--- config.mk ---
export PLATFORM = sky130hd
export DESIGN_NAME = lpfs_queue
export DESIGN_NICKNAME = d
export VERILOG_FILES = /design/src/design/led_panel_framebuffer_scanner_top_macros.svh /design/src/design/lpfs_pkg.sv /design/src/design/lpfs_queue.sv
export SDC_FILE = /design/constraint.sdc
export NUM_CORES = 1
export LEC_CHECK = 0
export ABC_CLOCK_PERIOD_IN_PS = 3400
export BUFFER_PORTS_ARGS = -buffer_cell sky130_fd_sc_hd__buf_4
export CORE_MARGIN = 1.5
export CORE_UTILIZATION = 55
export CTS_CLUSTER_DIAMETER = 100
export DETAILED_ROUTE_END_ITERATION = 16
export PLACE_DENSITY = 0.86
export SLEW_MARGIN = 20
export SYNTH_ARGS = -nofsm -noshare
export SYNTH_HDL_FRONTEND = slang
export SYNTH_SLANG_ARGS = --single-unit
--- constraint.sdc ---
create_clock -name clk -period 3.4 [get_ports clk]
set_input_delay 0.68 -clock clk [delete_from_list [all_inputs] [get_ports clk]]
set_output_delay 0.68 -clock clk [all_outputs]
set_load 0.1 [all_outputs]
--- src/design/led_panel_framebuffer_scanner_top_macros.svh ---
// Assertion macros for the frame store scanner.
`ifndef LED_PANEL_FRAMEBUFFER_SCANNER_TOP_MACROS_SVH
`define LED_PANEL_FRAMEBUFFER_SCANNER_TOP_MACROS_SVH

// Same-cycle implication, clocked on clk, off during reset.
`define LPFS_ASSERT_NOW(label, ante, cons) \
	label: assert property (@(posedge clk) disable iff (!arst_n) (ante) |-> (cons)) \
		else $error("assertion failed");

// Next-cycle implication, clocked on clk, off during reset.
`define LPFS_ASSERT_NEXT(label, ante, cons) \
	label: assert property (@(posedge clk) disable iff (!arst_n) (ante) |=> (cons)) \
		else $error("assertion failed");

`endif

--- src/design/lpfs_pkg.sv ---
`default_nettype none
package lpfs_pkg;

	localparam int MAX_WIDTH_DEF = 64;
	localparam int HALF_ROWS_DEF = 16;
	localparam int QDEPTH = 2;

	localparam logic [6:0] LINE_WIDTH_RESET = 7'd64;
	localparam logic [7:0] INVERT_RESET = 8'h00;
	localparam logic [7:0] ENABLE_RESET = 8'hFF;
	localparam logic [7:0] PIXEL_MSB = 8'h80;
	localparam logic [2:0] BIT_MSB = 3'd7;

	localparam logic [1:0] ACT_WRITE = 2'd0;
	localparam logic [1:0] ACT_CLEAR = 2'd1;
	localparam logic [1:0] ACT_SCAN = 2'd2;

	localparam logic KIND_SHIFT = 1'b0;
	localparam logic KIND_LATCH = 1'b1;

	localparam logic [1:0] REG_LINE_WIDTH = 2'd0;
	localparam logic [1:0] REG_INVERT = 2'd1;
	localparam logic [1:0] REG_ENABLE = 2'd2;

	typedef enum logic [1:0] {
		OP_WRITE,
		OP_CLEAR,
		OP_SHIFT,
		OP_LATCH
	} op_t;

	typedef struct packed {
		op_t op;
		logic [2:0] bitpos;
		logic value;
		logic [3:0] row;
	} entry_ctrl_t;

endpackage
`default_nettype wire

--- src/design/lpfs_queue.sv ---
`default_nettype none
module lpfs_queue #(
	parameter int AW = 8
) (
	input wire logic clk,
	input wire logic arst_n,
	input wire logic push,
	input wire lpfs_pkg::entry_ctrl_t push_ctrl,
	input wire logic [AW-1:0] push_addr_a,
	input wire logic [AW-1:0] push_addr_b,
	input wire logic pop,
	output logic full,
	output logic empty,
	output lpfs_pkg::entry_ctrl_t head_ctrl,
	output logic [AW-1:0] head_addr_a,
	output logic [AW-1:0] head_addr_b
);

	localparam int PW = $clog2(lpfs_pkg::QDEPTH);
	localparam int CW = $clog2(lpfs_pkg::QDEPTH + 1);

	lpfs_pkg::entry_ctrl_t ctrl_q [lpfs_pkg::QDEPTH];
	logic [AW-1:0] addr_a_q [lpfs_pkg::QDEPTH];
	logic [AW-1:0] addr_b_q [lpfs_pkg::QDEPTH];
	logic [PW-1:0] wr_ptr_q;
	logic [PW-1:0] rd_ptr_q;
	logic [CW-1:0] count_q;

	assign full = count_q == CW'(lpfs_pkg::QDEPTH);
	assign empty = count_q == '0;
	assign head_ctrl = ctrl_q[rd_ptr_q];
	assign head_addr_a = addr_a_q[rd_ptr_q];
	assign head_addr_b = addr_b_q[rd_ptr_q];

	always_ff @(posedge clk) begin
		if (push) begin
			ctrl_q[wr_ptr_q] <= push_ctrl;
			addr_a_q[wr_ptr_q] <= push_addr_a;
			addr_b_q[wr_ptr_q] <= push_addr_b;
		end
	end

	always_ff @(posedge clk or negedge arst_n) begin
		if (!arst_n) begin
			wr_ptr_q <= '0;
			rd_ptr_q <= '0;
			count_q <= '0;
		end else begin
			if (push) begin
				if (wr_ptr_q == PW'(lpfs_pkg::QDEPTH - 1)) begin
					wr_ptr_q <= '0;
				end else begin
					wr_ptr_q <= wr_ptr_q + 1'b1;
				end
			end
			if (pop) begin
				if (rd_ptr_q == PW'(lpfs_pkg::QDEPTH - 1)) begin
					rd_ptr_q <= '0;
				end else begin
					rd_ptr_q <= rd_ptr_q + 1'b1;
				end
			end
			if (push && !pop) begin
				count_q <= count_q + 1'b1;
			end else if (pop && !push) begin
				count_q <= count_q - 1'b1;
			end
		end
	end

endmodule
`default_nettype wire

==> metrics <==
status=completed; worst-skew pair later-pin latency=290 ps; half-perimeter wire length after placement=2360 µm; Detailed Route WL=3270 µm; Placeable Area=0.00372 mm²; number of distinct library cell variants in the gate-level netlist after synthesis=13; post-synthesis cell area=0.00216 mm²; Fmax achieved=393 MHz; final std cell area, no fill=0.00272 mm²; # IOs=58; Hold Vio Cnt, Final=0; transition time at the pin with the least slew margin=593 ps; Cells after Synth=97; RSZ-0062 raised after global routing=no; share of synthesized cell area in and, or, nand and nor gates=0.0121; main combinational cell family by area after synthesis=multiplexers; ratio of routed vias to standard cells=5.00; share of layout cells above drive strength 1=0.568; clock tree root buffer cell=sky130_fd_sc_hd__clkbuf_8; compound-gate portion of the synthesized area=0; fraction of the cycle the final worst path needs=0.749; number of nets in the layout=192; total setup violations reported at the end of the flow=0; post-CTS setup buffer count=0; max-cap violations=0; synthesized flop and latch total=56; CTS clk-pin slew, worst paths=80 ps; CP endpoint kind=output port; count of H-tree levels built during CTS=2; worst slew margin relative to its limit=0.604; vertical extent of the die=65.7 µm; DR DRC count=0; largest net degree at the start of global routing=19; Min Clock Period, post-route=2550 ps; Num CTS Buffers=5; number of placed cells counting well taps=202; Worst Setup Start Kind=flop; post-synthesis sequential area ratio=0.768; net count after synthesis=128; Post-Synthesis Mean Instance Area=22.3 µm²; worst-case clock buffer depth=2; arrival time of data at the critical path endpoint=1870 ps; count of buffers inserted at the top-level ports=57; Clock Sinks=56; vias in the first global route=1,082; adder and majority cell fraction of the synthesized area=0.00578; routed length per placed instance=15.6 µm; multiplexer fraction of the synthesized cell area=0.168; classification of the worst-slack hold path=primary input to asynchronous set/reset pin; number of cells in the finished layout apart from fillers=210; count of cells resized by post-cts repair=0; placed cell area=0.00264 mm²; Final ANT Viol Nets=0; initial detailed-routing violation count=44; Yosys warning total=0; Overall Global Routing Usage=0.168; CTS tree=done; category of the critical setup timing path=flop to output port; fraction of synthesized cell area in xor and xnor cells=0.0202; Slew Viols, Final=0; global-route wire length before repair=5120 µm; Area growth syn-to-layout=25.6%; Total Negative Setup Slacks=0 ps; starting density of the core=0.582; iteration count of the initial detailed-routing pass=4; number of placement rows=22; overflow left after global routing=0; gpl congestion=0.675; clock tree skew after final layout=3.22 ps; largest driver fanout on the critical path=18; width of the die=65.7 µm; hold-fix buffers at CTS=0; Fin Hold WS=165 ps; via count=1,050; Worst Path Required=2720 ps; Inserted Diodes=0; die area=0.00432 mm²; initial antenna violation count=0
==> cell usage in the layout, fill, tap and decap left out, drive strengths merged <==
cell type	synthesis	routed
buf	3	60
edfxtp	52	52
mux2	26	26
clkbuf	0	7
xor2	4	4
dfrtp	4	4
nor2	2	2
nor2b	2	2
inv	1	1
and2	1	1
xnor2	1	1
ha	1	1
clkinv	0	1
==> layout make-up <==
type / count / area [µm²]
flip-flops and latches: 56 / 1660
fillers: 250 / 998
repair buffers: 60 / 463
multi-input cells: 37 / 449
clock buffers: 7 / 76.3
well taps: 48 / 60.1
clock inverters: 1 / 3.75
inverters: 1 / 3.75
==> cells by family (layout without fill, tap and decap cells) <==
group / after synthesis / after routing
buffers and inverters: 4 / 69
multiplexers: 26 / 26
adder cells (fa/ha/maj): 1 / 1
flip-flops: 56 / 56
AND/OR/NAND/NOR: 5 / 5
XOR/XNOR: 5 / 5
==> final timing paths <==
path | startpoint | end | slack (ps) | cells past startpoint
worst max-delay path | rd_ptr_q$_DFFE_PN0P_ | head_addr_a[7] | 850 | 3
max in group asynchronous | arst_n | count_q[0]$_DFFE_PN0P_ | 3130 | 1
worst min register to register | wr_ptr_q$_DFFE_PN0P_ | wr_ptr_q$_DFFE_PN0P_ | 500 | 1
min in group clk | wr_ptr_q$_DFFE_PN0P_ | wr_ptr_q$_DFFE_PN0P_ | 500 | 1
worst max register to register | wr_ptr_q$_DFFE_PN0P_ | addr_a_q[0][6]$_DFFE_PP_ | 1900 | 2
worst min-delay path | arst_n | rd_ptr_q$_DFFE_PN0P_ | 170 | 1
==> metrics by stage <==
| stage | setup WS (ps) | util |
|---|---|---|
| 6_report | 855 | 0.731 |
| 5_1_grt | 774 | 0.731 |
| 4_1_cts | 833 | 0.731 |
| 3_5_place_dp | 1190 | 0.710 |
| 3_3_place_gp | 1210 | 0.710 |
| 2_1_floorplan | 967 | - |
==> synth_stat cells <==
library cell / number / share of area
sky130_fd_sc_hd__xnor2_1: 1 / 0.0040
sky130_fd_sc_hd__buf_6: 1 / 0.0052
sky130_fd_sc_hd__xor2_1: 4 / 0.016
sky130_fd_sc_hd__and2_1: 1 / 0.0029
sky130_fd_sc_hd__inv_1: 1 / 0.0017
sky130_fd_sc_hd__dfrtp_1: 4 / 0.046
sky130_fd_sc_hd__mux2_2: 7 / 0.036
sky130_fd_sc_hd__mux2_4: 19 / 0.13
sky130_fd_sc_hd__ha_1: 1 / 0.0058
sky130_fd_sc_hd__nor2_1: 2 / 0.0035
sky130_fd_sc_hd__edfxtp_1: 52 / 0.72
sky130_fd_sc_hd__nor2b_1: 2 / 0.0058
sky130_fd_sc_hd__buf_12: 2 / 0.019
==> worst max-delay path, stage by stage (launching register included) <==
cell and delay, ps:
sky130_fd_sc_hd__dfrtp_1 730, sky130_fd_sc_hd__buf_12 250, sky130_fd_sc_hd__mux2_2 350, sky130_fd_sc_hd__buf_4 230
==> layer usage <==
layer	routed length, µm	GRT usage
met5	0	0
met4	20	0.0625
met3	212	0.0582
met2	1640	0.259
met1	1390	0.221
==> registers in the layout, indices dropped and copies added, names as in the netlist <==
name	cells
addr_a_q	16
addr_b_q	16
count_q	2
ctrl_q	20
rd_ptr_q	1
wr_ptr_q	1
Power is left out: the tool's default activity adds up to more than one toggle a clock period on the data nets, which glitch-free logic cannot reach.
