**src/design/led_panel_framebuffer_scanner_top_macros.svh**
```systemverilog
// Assertion macros for the frame store scanner.
`ifndef LED_PANEL_FRAMEBUFFER_SCANNER_TOP_MACROS_SVH
`define LED_PANEL_FRAMEBUFFER_SCANNER_TOP_MACROS_SVH

// Same-cycle implication, clocked on clk, off during reset.
`define LPFS_ASSERT_NOW(label, ante, cons) \
	label: assert property (@(posedge clk) disable iff (!arst_n) (ante) |-> (cons)) \
		else $error("assertion failed");

// Next-cycle implication, clocked on clk, off during reset.
`define LPFS_ASSERT_NEXT(label, ante, cons) \
	label: assert property (@(posedge clk) disable iff (!arst_n) (ante) |=> (cons)) \
		else $error("assertion failed");

`endif

```
**src/design/lpfs_pkg.sv**
```systemverilog
`default_nettype none
package lpfs_pkg;

	localparam int MAX_WIDTH_DEF = 64;
	localparam int HALF_ROWS_DEF = 16;
	localparam int QDEPTH = 2;

	localparam logic [6:0] LINE_WIDTH_RESET = 7'd64;
	localparam logic [7:0] INVERT_RESET = 8'h00;
	localparam logic [7:0] ENABLE_RESET = 8'hFF;
	localparam logic [7:0] PIXEL_MSB = 8'h80;
	localparam logic [2:0] BIT_MSB = 3'd7;

	localparam logic [1:0] ACT_WRITE = 2'd0;
	localparam logic [1:0] ACT_CLEAR = 2'd1;
	localparam logic [1:0] ACT_SCAN = 2'd2;

	localparam logic KIND_SHIFT = 1'b0;
	localparam logic KIND_LATCH = 1'b1;

	localparam logic [1:0] REG_LINE_WIDTH = 2'd0;
	localparam logic [1:0] REG_INVERT = 2'd1;
	localparam logic [1:0] REG_ENABLE = 2'd2;

	typedef enum logic [1:0] {
		OP_WRITE,
		OP_CLEAR,
		OP_SHIFT,
		OP_LATCH
	} op_t;

	typedef struct packed {
		op_t op;
		logic [2:0] bitpos;
		logic value;
		logic [3:0] row;
	} entry_ctrl_t;

endpackage
`default_nettype wire

```
**src/design/lpfs_front.sv**
```systemverilog
`default_nettype none
module lpfs_front #(
	parameter int MAX_WIDTH = lpfs_pkg::MAX_WIDTH_DEF,
	parameter int HALF_ROWS = lpfs_pkg::HALF_ROWS_DEF,
	parameter int AW = 8
) (
	input wire logic clk,
	input wire logic arst_n,
	input wire logic in_valid,
	output logic in_ready,
	input wire logic [1:0] action,
	input wire logic [5:0] pos_x,
	input wire logic [4:0] pos_y,
	input wire logic pixel_value,
	input wire logic [6:0] line_width,
	input wire logic q_full,
	output logic push,
	output lpfs_pkg::entry_ctrl_t push_ctrl,
	output logic [AW-1:0] push_addr_a,
	output logic [AW-1:0] push_addr_b
);

	localparam int BPL_MAX = MAX_WIDTH / 8;
	localparam int BPLW = $clog2(BPL_MAX + 1);
	localparam int COLW = BPLW + 3;
	localparam int RW = $clog2(HALF_ROWS);

	logic [3:0] lw_bytes;
	logic [BPLW-1:0] bpl;
	logic [COLW-1:0] cols;
	logic [RW-1:0] scan_row_q;
	logic [COLW-1:0] scan_col_q;
	logic accept;
	logic keep;
	logic col_open;
	logic [AW-1:0] wr_addr;
	logic [AW-1:0] up_addr;
	logic [AW-1:0] lo_addr;

	assign lw_bytes = line_width[6:3];

	always_comb begin
		if (32'(lw_bytes) > 32'(BPL_MAX)) begin
			bpl = BPLW'(BPL_MAX);
		end else begin
			bpl = BPLW'(lw_bytes);
		end
	end

	assign cols = {bpl, 3'b000};
	assign col_open = scan_col_q < cols;
	assign in_ready = !q_full;
	assign accept = in_valid && in_ready;

	assign wr_addr = AW'(32'(pos_y) * 32'(bpl) + 32'(pos_x[5:3]));
	assign up_addr = AW'(32'(scan_row_q) * 32'(bpl) + 32'(scan_col_q[COLW-1:3]));
	assign lo_addr = AW'((32'(scan_row_q) + 32'(HALF_ROWS)) * 32'(bpl)
		+ 32'(scan_col_q[COLW-1:3]));

	always_comb begin
		keep = 1'b0;
		push_ctrl.op = lpfs_pkg::OP_WRITE;
		push_ctrl.bitpos = pos_x[2:0];
		push_ctrl.value = pixel_value;
		push_ctrl.row = 4'(scan_row_q);
		push_addr_a = wr_addr;
		push_addr_b = lo_addr;
		case (action)
			lpfs_pkg::ACT_WRITE: begin
				keep = (32'(pos_x) < 32'(cols)) && (32'(pos_y) < 32'(2 * HALF_ROWS));
			end
			lpfs_pkg::ACT_CLEAR: begin
				keep = 1'b1;
				push_ctrl.op = lpfs_pkg::OP_CLEAR;
			end
			lpfs_pkg::ACT_SCAN: begin
				keep = 1'b1;
				push_ctrl.bitpos = scan_col_q[2:0];
				push_addr_a = up_addr;
				if (col_open) begin
					push_ctrl.op = lpfs_pkg::OP_SHIFT;
				end else begin
					push_ctrl.op = lpfs_pkg::OP_LATCH;
				end
			end
			default: begin
				keep = 1'b0;
			end
		endcase
	end

	assign push = accept && keep;

	always_ff @(posedge clk or negedge arst_n) begin
		if (!arst_n) begin
			scan_row_q <= '0;
			scan_col_q <= '0;
		end else if (accept && action == lpfs_pkg::ACT_SCAN) begin
			if (col_open) begin
				scan_col_q <= scan_col_q + 1'b1;
			end else begin
				scan_col_q <= '0;
				if (scan_row_q == RW'(HALF_ROWS - 1)) begin
					scan_row_q <= '0;
				end else begin
					scan_row_q <= scan_row_q + 1'b1;
				end
			end
		end
	end

endmodule
`default_nettype wire

```
**config.mk**
```make
export PLATFORM = sky130hd
export DESIGN_NAME = lpfs_front
export DESIGN_NICKNAME = d
export VERILOG_FILES = /design/src/design/led_panel_framebuffer_scanner_top_macros.svh /design/src/design/lpfs_pkg.sv /design/src/design/lpfs_front.sv
export SDC_FILE = /design/constraint.sdc
export NUM_CORES = 1
export LEC_CHECK = 0
export BUFFER_PORTS_ARGS = -buffer_cell sky130_fd_sc_hd__buf_4
export CAP_MARGIN = 20
export CORE_ASPECT_RATIO = 1.1
export CORE_MARGIN = 4
export CORE_UTILIZATION = 60
export DETAILED_ROUTE_END_ITERATION = 12
export GPL_ROUTABILITY_DRIVEN = 0
export PLACE_DENSITY = 0.93
export SKIP_LAST_GASP = 1
export SLEW_MARGIN = 20
export SYNTH_ARGS = -nofsm -noshare
export SYNTH_HDL_FRONTEND = slang
export SYNTH_SLANG_ARGS = --single-unit
```
**constraint.sdc**
```tcl
create_clock -name clk -period 15.2 [get_ports clk]
set_clock_uncertainty 0.2 [all_clocks]
set_input_delay 3.04 -clock clk [delete_from_list [all_inputs] [get_ports clk]]
set_output_delay 3.04 -clock clk [all_outputs]
set_load 0.005 [all_outputs]
```
==> metrics.txt <==
crit path DAT approximately 6.9 ns; min-delay worst type reg2reg; PnR worst setup slack roughly 5.0 ns; syn nets approximately 360; Post-CTS Setup Inserts 0; unrepaired setup endpoints after global routing false; final WL roughly 5.4 mm; Core Region around 3700 um^2; Die Area between 5000 and 6000 um^2; Setup TNS 0 ns; largest net degree at the start of global routing 23; Synth Instances between 200 and 300; first-pass GRT wire length between 8 and 9 mm; critical path endpoint category output pin; Initial DRC Count 39; depth of the CTS H-tree 1; vias in the first global route between 2000 and 2500; critical path data required time between 10 and 15 ns; Hold WS 0.3369 ns; # port buffers 47; post-synthesis async set-or-reset flop share between 90% and 100%; layout cells sized above 1 between 20% and 30%; Area Growth Syn to Fin 17.79%; final count of pins violating max slew 0; period utilization between 60% and 70%; TritonCTS Buffers 3; Syn Std Cell Area around 2400 um^2; outcome complete, no violations; Design Area, Final roughly 2800 um^2; Fmax around 98 MHz; placed inst area about 2800 um^2; routed vias a little over 2000; Max Cap Viol 0; Syn Area/Cell 9.057 um^2; hold buffer count at cts 0; Power Dens Cells 54.66 nW/um^2; Setup WS pre-CTS a little over 5 ns; crit start category primary input; critical path type in2out; Die H roughly 74 um; Clock Latency Late Sink approximately 0.24 ns; final hold violations 0; n_diodes 0; Root Buffer clkbuf_8; Row Count 23; Via density 5.762; DR pass1 iterations 4; Comb pwr share around 55%; switching portion of total power about 37%; Net Sw Power 0.05738 mW; number of setup violations in the final report 0; CTS resizes 0; starting density of the core between 60% and 70%; Clk pwr share a little under a fifth; TritonCTS clock tree done; Worst Path Max Fanout 16; Detailed Place HPWL around 4.4 mm; post-layout util 75.28%; DRC 0; worst slew pin tran 0.8615 ns; Final nets about 400; commonest non-fill, non-tap cell in the layout ha_1; Unique masters post-synth 45; Leakage between 1.5 and 2 nW; Yosys warning total 0; VDD IR max between 0.04 and 0.05 mV; Clock Pin Slew Worst Setup and Hold Paths 0.05 ns; total I/O pin count between 50 and 60; EDFF count, synth 0; Yosys reg bits 11; GRT Overall Usage between 20% and 30%; post-route ant nets 0; fin crit period a little over 10 ns; commonest cells after routing, fill and taps aside 52 x ha_1, 47 x buf_4, 22 x inv_1, 22 x and2_1, 22 x nand2_1; Routed WL per cell roughly 15 um; Reg power frac a little over a quarter; Die Wd 68.19 um; relative slew slack 42.57%; CTS sink count 11; initial antenna violation count 0; Top FF cell, synth dfrtp_1; gr ovfl total 0; clk buf depth 2; sequential-to-total area share from yosys stat between 10% and 20%; Internal Power just under 0.1 mW
power groups by stage:
stage / Sequential [mW] / Combinational, mW / Clock [mW]
after detailed placement: 0.0410 / 0.0833 / 0
after global placement: 0.0407 / 0.0803 / 0
after floorplan: 0.0389 / 0.0525 / 0
after global routing: 0.0417 / 0.0945 / 0.0317
after CTS: 0.0407 / 0.0849 / 0.0302
final: 0.0408 / 0.0839 / 0.0293
metal layers:
metal,GRT usage [%],wire [um]
met5,0,0
met4,6.402,106
met3,3.625,215
met2,43.58,2874
met1,25.66,2160
through the flow:
stage / std cells / power, mW
2_1_floorplan: 264 / 0.09133
3_3_place_gp: 353 / 0.1210
3_5_place_dp: 353 / 0.1243
4_1_cts: 357 / 0.1558
5_1_grt: 357 / 0.1679
6_report: 357 / 0.1539
final cells by class:
| class | instances | area, um^2 |
|---|---|---|
| tap | 50 | 62.56 |
| inverter | 22 | 82.58 |
| multi-input combinational | 223 | 1998 |
| clock buffer | 4 | 45.04 |
| fill | 285 | 924.6 |
| sequential | 11 | 275.3 |
| timing repair buffer | 47 | 352.8 |
cell usage after synthesis (2+ instances only):
cell      count  area, um^2
a31oi_1       4       25.02
or3_1         2       12.51
xnor2_1      12       105.1
nor3b_1       2       15.01
nand2_1      22       82.58
nor2b_1       5       31.28
a21oi_1      10       50.05
o22ai_1       2       12.51
fa_1         16       320.3
nand2b_1      2       12.51
mux2_2        7       78.83
nand3_1       4       20.02
a211oi_1      4       30.03
mux2_1        2       22.52
xor2_1        5       43.79
nor3_1        3       15.01
ha_1         52       650.6
a21o_1        9       67.56
o21bai_1      3       22.52
clkbuf_1      5       18.77
mux2i_1       3       30.03
nor2_1        8       30.03
dfrtp_1      11       275.3
inv_1        22       82.58
and2_1       22       137.6
o21ai_0       8       40.04
sequential cells by signal (all words and copies together) (netlist names):
signal and cells:
scan_row_q 4, scan_col_q 7
worst max-delay path, stage by stage:
cell	delay, ns
buf_4	0.18
nor2b_1	0.55
nand2_1	0.15
fa_1	0.48
fa_1	0.55
inv_1	0.05
fa_1	0.45
ha_1	0.36
a21oi_1	0.39
nor2b_1	0.13
mux2i_1	0.14
or3_1	0.30
buf_4	0.14
logic make-up (layout without fill, tap and decap cells):
family	after synthesis	count (layout)	synth area share [%]
AO/OA/AOI/OAI	47	47	12.87
XOR/XNOR	17	17	6.227
flip-flops	11	11	11.51
multiplexers	12	12	5.495
adder cells (fa/ha/maj)	68	68	40.61
AND/OR/NAND/NOR	79	79	18.37
buffers and inverters	30	73	4.919
worst paths after layout:
path,startpoint,end,slack [ns],depth (start not counted)
setup / recovery,line_width[6],push_addr_a[6],5.04,13
hold reg to reg,scan_col_q[1],scan_col_q[1],0.34,2
min in group asynchronous,arst_n,scan_col_q[6],2.42,1
max in group asynchronous,arst_n,scan_row_q[3],12.23,1
hold / removal,scan_col_q[1],scan_col_q[1],0.34,2
setup reg to reg,scan_col_q[4],scan_row_q[1],12.91,5
Note: power is estimated with default switching activity, not from simulation.
