`src/design/led_panel_framebuffer_scanner_top_macros.svh`:
```
// Assertion macros for the frame store scanner.
`ifndef LED_PANEL_FRAMEBUFFER_SCANNER_TOP_MACROS_SVH
`define LED_PANEL_FRAMEBUFFER_SCANNER_TOP_MACROS_SVH

// Same-cycle implication, clocked on clk, off during reset.
`define LPFS_ASSERT_NOW(label, ante, cons) \
	label: assert property (@(posedge clk) disable iff (!arst_n) (ante) |-> (cons)) \
		else $error("assertion failed");

// Next-cycle implication, clocked on clk, off during reset.
`define LPFS_ASSERT_NEXT(label, ante, cons) \
	label: assert property (@(posedge clk) disable iff (!arst_n) (ante) |=> (cons)) \
		else $error("assertion failed");

`endif

```
`src/design/lpfs_pkg.sv`:
```
`default_nettype none
package lpfs_pkg;

	localparam int MAX_WIDTH_DEF = 64;
	localparam int HALF_ROWS_DEF = 16;
	localparam int QDEPTH = 2;

	localparam logic [6:0] LINE_WIDTH_RESET = 7'd64;
	localparam logic [7:0] INVERT_RESET = 8'h00;
	localparam logic [7:0] ENABLE_RESET = 8'hFF;
	localparam logic [7:0] PIXEL_MSB = 8'h80;
	localparam logic [2:0] BIT_MSB = 3'd7;

	localparam logic [1:0] ACT_WRITE = 2'd0;
	localparam logic [1:0] ACT_CLEAR = 2'd1;
	localparam logic [1:0] ACT_SCAN = 2'd2;

	localparam logic KIND_SHIFT = 1'b0;
	localparam logic KIND_LATCH = 1'b1;

	localparam logic [1:0] REG_LINE_WIDTH = 2'd0;
	localparam logic [1:0] REG_INVERT = 2'd1;
	localparam logic [1:0] REG_ENABLE = 2'd2;

	typedef enum logic [1:0] {
		OP_WRITE,
		OP_CLEAR,
		OP_SHIFT,
		OP_LATCH
	} op_t;

	typedef struct packed {
		op_t op;
		logic [2:0] bitpos;
		logic value;
		logic [3:0] row;
	} entry_ctrl_t;

endpackage
`default_nettype wire

```
`src/design/lpfs_back.sv`:
```
`default_nettype none
module lpfs_back #(
	parameter int STORE_BYTES = 256,
	parameter int AW = 8
) (
	input wire logic clk,
	input wire logic arst_n,
	input wire logic head_valid,
	input wire lpfs_pkg::entry_ctrl_t head_ctrl,
	input wire logic [AW-1:0] head_addr_a,
	input wire logic [AW-1:0] head_addr_b,
	output logic pop,
	input wire logic [7:0] invert_mask,
	input wire logic [7:0] column_enable,
	output logic out_valid,
	input wire logic out_ready,
	output logic kind,
	output logic upper_bit,
	output logic lower_bit,
	output logic [3:0] row_address
);

	logic [7:0] mem_q [STORE_BYTES];
	logic [STORE_BYTES-1:0] valid_q;
	logic [7:0] rd_a_s1;
	logic [7:0] rd_b_s1;
	logic vld_a_s1;
	logic vld_b_s1;
	logic [2:0] bitpos_s1;
	logic [3:0] row_s1;
	logic kind_s1;
	logic s1_valid_q;
	logic out_valid_q;
	logic kind_q;
	logic upper_q;
	logic lower_q;
	logic [3:0] row_q;
	logic is_scan;
	logic out_free;
	logic s1_adv;
	logic s1_free;
	logic pop_write;
	logic pop_scan;
	logic [2:0] wr_idx;
	logic [2:0] rd_idx;
	logic up_bit;
	logic lo_bit;

	assign is_scan = head_ctrl.op inside {lpfs_pkg::OP_SHIFT, lpfs_pkg::OP_LATCH};
	assign out_free = !out_valid_q || out_ready;
	assign s1_adv = s1_valid_q && out_free;
	assign s1_free = !s1_valid_q || s1_adv;
	assign pop = head_valid && (!is_scan || s1_free);
	assign pop_write = pop && head_ctrl.op == lpfs_pkg::OP_WRITE;
	assign pop_scan = pop && is_scan;
	assign wr_idx = lpfs_pkg::BIT_MSB - head_ctrl.bitpos;
	assign rd_idx = lpfs_pkg::BIT_MSB - bitpos_s1;

	// Store bytes not yet written since reset or clear read as zero
	always_ff @(posedge clk) begin
		if (pop_write) begin
			if (valid_q[head_addr_a]) begin
				mem_q[head_addr_a][wr_idx] <= head_ctrl.value;
			end else begin
				mem_q[head_addr_a] <= head_ctrl.value ?
					(lpfs_pkg::PIXEL_MSB >> head_ctrl.bitpos) : 8'h00;
			end
		end
		if (pop_scan) begin
			rd_a_s1 <= mem_q[head_addr_a];
			rd_b_s1 <= mem_q[head_addr_b];
			vld_a_s1 <= valid_q[head_addr_a];
			vld_b_s1 <= valid_q[head_addr_b];
			bitpos_s1 <= head_ctrl.bitpos;
			row_s1 <= head_ctrl.row;
			kind_s1 <= (head_ctrl.op == lpfs_pkg::OP_LATCH) ?
				lpfs_pkg::KIND_LATCH : lpfs_pkg::KIND_SHIFT;
		end
	end

	always_ff @(posedge clk or negedge arst_n) begin
		if (!arst_n) begin
			valid_q <= '0;
		end else if (pop && head_ctrl.op == lpfs_pkg::OP_CLEAR) begin
			valid_q <= '0;
		end else if (pop_write) begin
			valid_q[head_addr_a] <= 1'b1;
		end
	end

	assign up_bit = ((vld_a_s1 & rd_a_s1[rd_idx]) ^ invert_mask[rd_idx]) & column_enable[rd_idx];
	assign lo_bit = ((vld_b_s1 & rd_b_s1[rd_idx]) ^ invert_mask[rd_idx]) & column_enable[rd_idx];

	always_ff @(posedge clk or negedge arst_n) begin
		if (!arst_n) begin
			s1_valid_q <= 1'b0;
			out_valid_q <= 1'b0;
		end else begin
			if (pop_scan) begin
				s1_valid_q <= 1'b1;
			end else if (s1_adv) begin
				s1_valid_q <= 1'b0;
			end
			if (s1_adv) begin
				out_valid_q <= 1'b1;
			end else if (out_ready) begin
				out_valid_q <= 1'b0;
			end
		end
	end

	always_ff @(posedge clk) begin
		if (s1_adv) begin
			kind_q <= kind_s1;
			if (kind_s1 == lpfs_pkg::KIND_LATCH) begin
				upper_q <= 1'b0;
				lower_q <= 1'b0;
				row_q <= row_s1;
			end else begin
				upper_q <= up_bit;
				lower_q <= lo_bit;
				row_q <= 4'd0;
			end
		end
	end

	assign out_valid = out_valid_q;
	assign kind = kind_q;
	assign upper_bit = upper_q;
	assign lower_bit = lower_q;
	assign row_address = row_q;

endmodule
`default_nettype wire

```
`config.mk`:
```
export PLATFORM = sky130hd
export DESIGN_NAME = lpfs_back
export DESIGN_NICKNAME = d
export VERILOG_FILES = /design/src/design/led_panel_framebuffer_scanner_top_macros.svh /design/src/design/lpfs_pkg.sv /design/src/design/lpfs_back.sv
export SDC_FILE = /design/constraint.sdc
export NUM_CORES = 2
export LEC_CHECK = 0
export BUFFER_PORTS_ARGS = -buffer_cell sky130_fd_sc_hd__buf_2
export CAP_MARGIN = 30
export CORE_UTILIZATION = 48
export DETAILED_ROUTE_END_ITERATION = 8
export GPL_ROUTABILITY_DRIVEN = 0
export SYNTH_ARGS = -nofsm -noshare
export SYNTH_HDL_FRONTEND = slang
export SYNTH_SLANG_ARGS = --single-unit
```
`constraint.sdc`:
```
create_clock -name clk -period 12.15 [get_ports clk]
set_input_delay 0.6075 -clock clk [delete_from_list [all_inputs] [get_ports clk]]
set_output_delay 0.6075 -clock clk [all_outputs]
set_load 0.005 [all_outputs]
```
==> key figures <==
Clock tree
  • Post-CTS Setup Inserts: 0
  • CTS tree: yes
  • CTS Buffer Depth: 4
  • CTS H-tree lvls: 5
  • CTS buffer count: 278
  • Worst-path clk slew: 60 ps
  • Clock net sink count: 2339
  • Root Buffer: clkbuf_16
  • Resized Gates After CTS: 0
  • Worst-Skew Late Latency: approximately 960 ps

Cells and area
  • Share of cells above drive strength 1: 0.2718
  • Final net count: between 7000 and 8000
  • Finished Cell Area: approximately 130000 um2
  • Fillers: 19950
  • Multi-input logic area: 46650 um2
  • FF+latch area: 68950 um2
  • P&R area growth vs syn: 9.938%

Drt
  • Wire length per cell: 34.52 um
  • Total wire length: 383.4 mm
  • DRT Pass-1 Iters: 8
  • Antenna Nets Post-Route: 0
  • Post-route DRC: 0
  • Vias: 75090
  • DR iter-0 viols: roughly 12000
  • Vias/cell: around 6.8

Power
  • Peak supply drop: 0.0001628 V
  • Leak: 45.17 nW
  • P per Cell Area: approximately 140 nW/um2
  • Tot Pwr: 18.46 mW

Timing
  • Setup TNS: 0 ps
  • RSZ-0062 raised after global routing: no
  • Hold slack: 98.59 ps
  • Achievable clock frequency: 171.3 MHz
  • Final Max Tran Viols: 0
  • Max-slew headroom: 0.2174
  • Clock skew: ~60 ps
  • Setup slack after layout: 6313 ps
  • Crit share post-route: 0.4804
  • # setup viols final: 0
  • Worst-Margin Slew: 1141 ps
  • Hold Violations, Final: 0
  • Min Tclk post-route: 5837 ps

Global route
  • Total track usage: 0.3088
  • Gr ovfl total: 0
  • Global-route wire length before repair: 545.6 mm
  • Vias in the first global route: 74580
  • Largest net degree at the start of global routing: 219
  • Antenna violations before repair: 23

Yosys
  • Sequential fraction of the synthesis area: 0.5798
  • Ys async rst share: 0.1103
  • Post-synth EDFFs: 2081
  • Distinct cells, synth: 55
  • Post-Syn Area: 118900 um2
  • Avg Inst Size Synth: 15.32 um2
  • Main synth FF type: edfxtp_1
  • Synth Instances: 7762
  • Synth warn: 0
  • Synthesized flop and latch total: around 2300
  • Post-Syn Nets: 7808

Floorplanning
  • DIE AREA: 249700 um2
  • Core area: 246200 um2
  • Initial core utilization: 0.4831
  • Die W: between 400 and 500 um
  • Rows: 182
  • IO Count: 55
  • Die height: roughly 500 um

Run status
  • Status: finished clean

Setup path
  • Startpoint Class: input port
  • CP endpoint kind: flop
  • Data arrival, critical path: about 6500 ps
  • CP max FO: 77
  • Req. time, crit path: 12780 ps
  • CP Class: input port to flop

Placed design
  • IO buf count: 54
  • DP Wirelength: 233.7 mm
  • DP Area: between 100000 and 150000 um2
  • Post-place setup slack: 5314 ps

Worst hold path
  • Worst Hold Class: input port to flop

Flow run
  • Max_cap viols: 0
[Yosys cell counts, types with 20 or more instances]
library cell	number	area share
nor2_1	2352	0.074
edfxtp_1	2081	0.53
mux4_2	1435	0.27
nand2_1	304	0.0096
clkbuf_1	274	0.0086
a21oi_1	266	0.011
dfrtp_1	258	0.054
buf_4	178	0.011
buf_2	141	0.0059
buf_1	112	0.0035
mux2i_1	100	0.0084
a22oi_1	64	0.0040
nand3_1	20	0.00084
[registers in the layout, summed over array words and instances (netlist names)]
signal       count
row_s1           4
out_valid        1
vld_a_s1         1
bitpos_s1        3
kind             1
vld_b_s1         1
rd_b_s1          8
lower_bit        1
kind_s1          1
row_address      4
mem_q         2048
upper_bit        1
rd_a_s1          8
s1_valid_q       1
valid_q        256
[kinds of logic (layout without fill, tap and decap cells)]
family                 Yosys count  count (layout)  synth area share
multiplexers                  1543            1543            0.2809
AO/OA/AOI/OAI                  408             408           0.02023
XOR/XNOR                         2               2         0.0001473
buffers and inverters          714             742           0.02977
other                            0               5                 0
AND/OR/NAND/NOR               2756            2756           0.08912
flip-flops                    2339            2339            0.5798
[cell type report]
| class | count | share of cell area |
|---|---|---|
| diodes | 5 | 0.00009571 |
| clock buffers | 358 | 0.05775 |
| clock inverters | 108 | 0.006135 |
| inverters | 7 | 0.0002010 |
| multi-input cells | 4709 | 0.3568 |
| flip-flops and latches | 2339 | 0.5274 |
| well taps | 3312 | 0.03170 |
| repair buffers | 269 | 0.01995 |
[path summary, 6_finish.rpt]
path,from,endpoint,slack [ps],cells past startpoint
worst min-delay path,head_ctrl[8],kind_s1$_DFFE_PP_,100,2
worst min register to register,s1_valid_q$_DFFE_PN0P_,out_valid$_DFFE_PN0P_,490,1
worst max register to register,valid_q[143]$_DFFE_PN0P_,mem_q[204][6]$_DFFE_PP_,7260,9
worst max-delay path,head_addr_a[3],mem_q[204][6]$_DFFE_PP_,6310,11
max in group asynchronous,arst_n,valid_q[7]$_DFFE_PN0P_,9940,5
min in group asynchronous,arst_n,s1_valid_q$_DFFE_PN0P_,150,2
[where the power goes]
| group | internal, mW | leakage, nW | total (mW) | switching, mW |
|---|---|---|---|---|
| Clock | 4.61 | 4.09 | 7.90 | 3.29 |
| Combinational | 0.595 | 19.1 | 1.75 | 1.15 |
| Sequential | 8.81 | 22.0 | 8.82 | 0.00777 |
| Total | 14.0 | 45.2 | 18.5 | 4.45 |
[stage by stage]
stage	std cells	util
floorplan	7762	-
global placement	10590	0.4938
detailed placement	10620	0.4955
CTS	11090	0.5298
global route	11100	0.5311
finish	11110	0.5311
[worst max-delay path: stages]
cell,delay [ps]
buf_8,530
buf_4,650
nor2b_1,740
a22oi_1,220
a211oi_1,330
o41ai_1,160
o211a_1,370
nor2_1,520
o31a_2,750
buf_4,580
buf_4,670
[cells in the final DEF (no fill, tap or decap), types with 37 or more instances in the layout]
master / n
nand2_1: 304
clkbuf_16: 288
buf_2: 43
mux2i_1: 99
nor2_1: 2321
dfrtp_1: 258
clkinv_1: 51
edfxtp_1: 2081
clkinv_2: 37
a21oi_1: 266
buf_4: 169
clkbuf_1: 62
mux4_2: 1435
a22oi_1: 64
[routing by layer]
metal,up-vias,track usage,routed length (um)
li1,29800,-,-
met1,39840,0.4250,142700
met2,4684,0.4712,178000
met3,759,0.08006,45640
met4,12,0.1241,16970
met5,-,0,89
[what timing repair did]
item / 4_1_cts / 5_1_grt
hold endpoints to repair: 62 / 0
hold buffers: 9 / 0
setup endpoints to repair: 0 / 0
No activity file was read; power rests on OpenSTA's default activity.
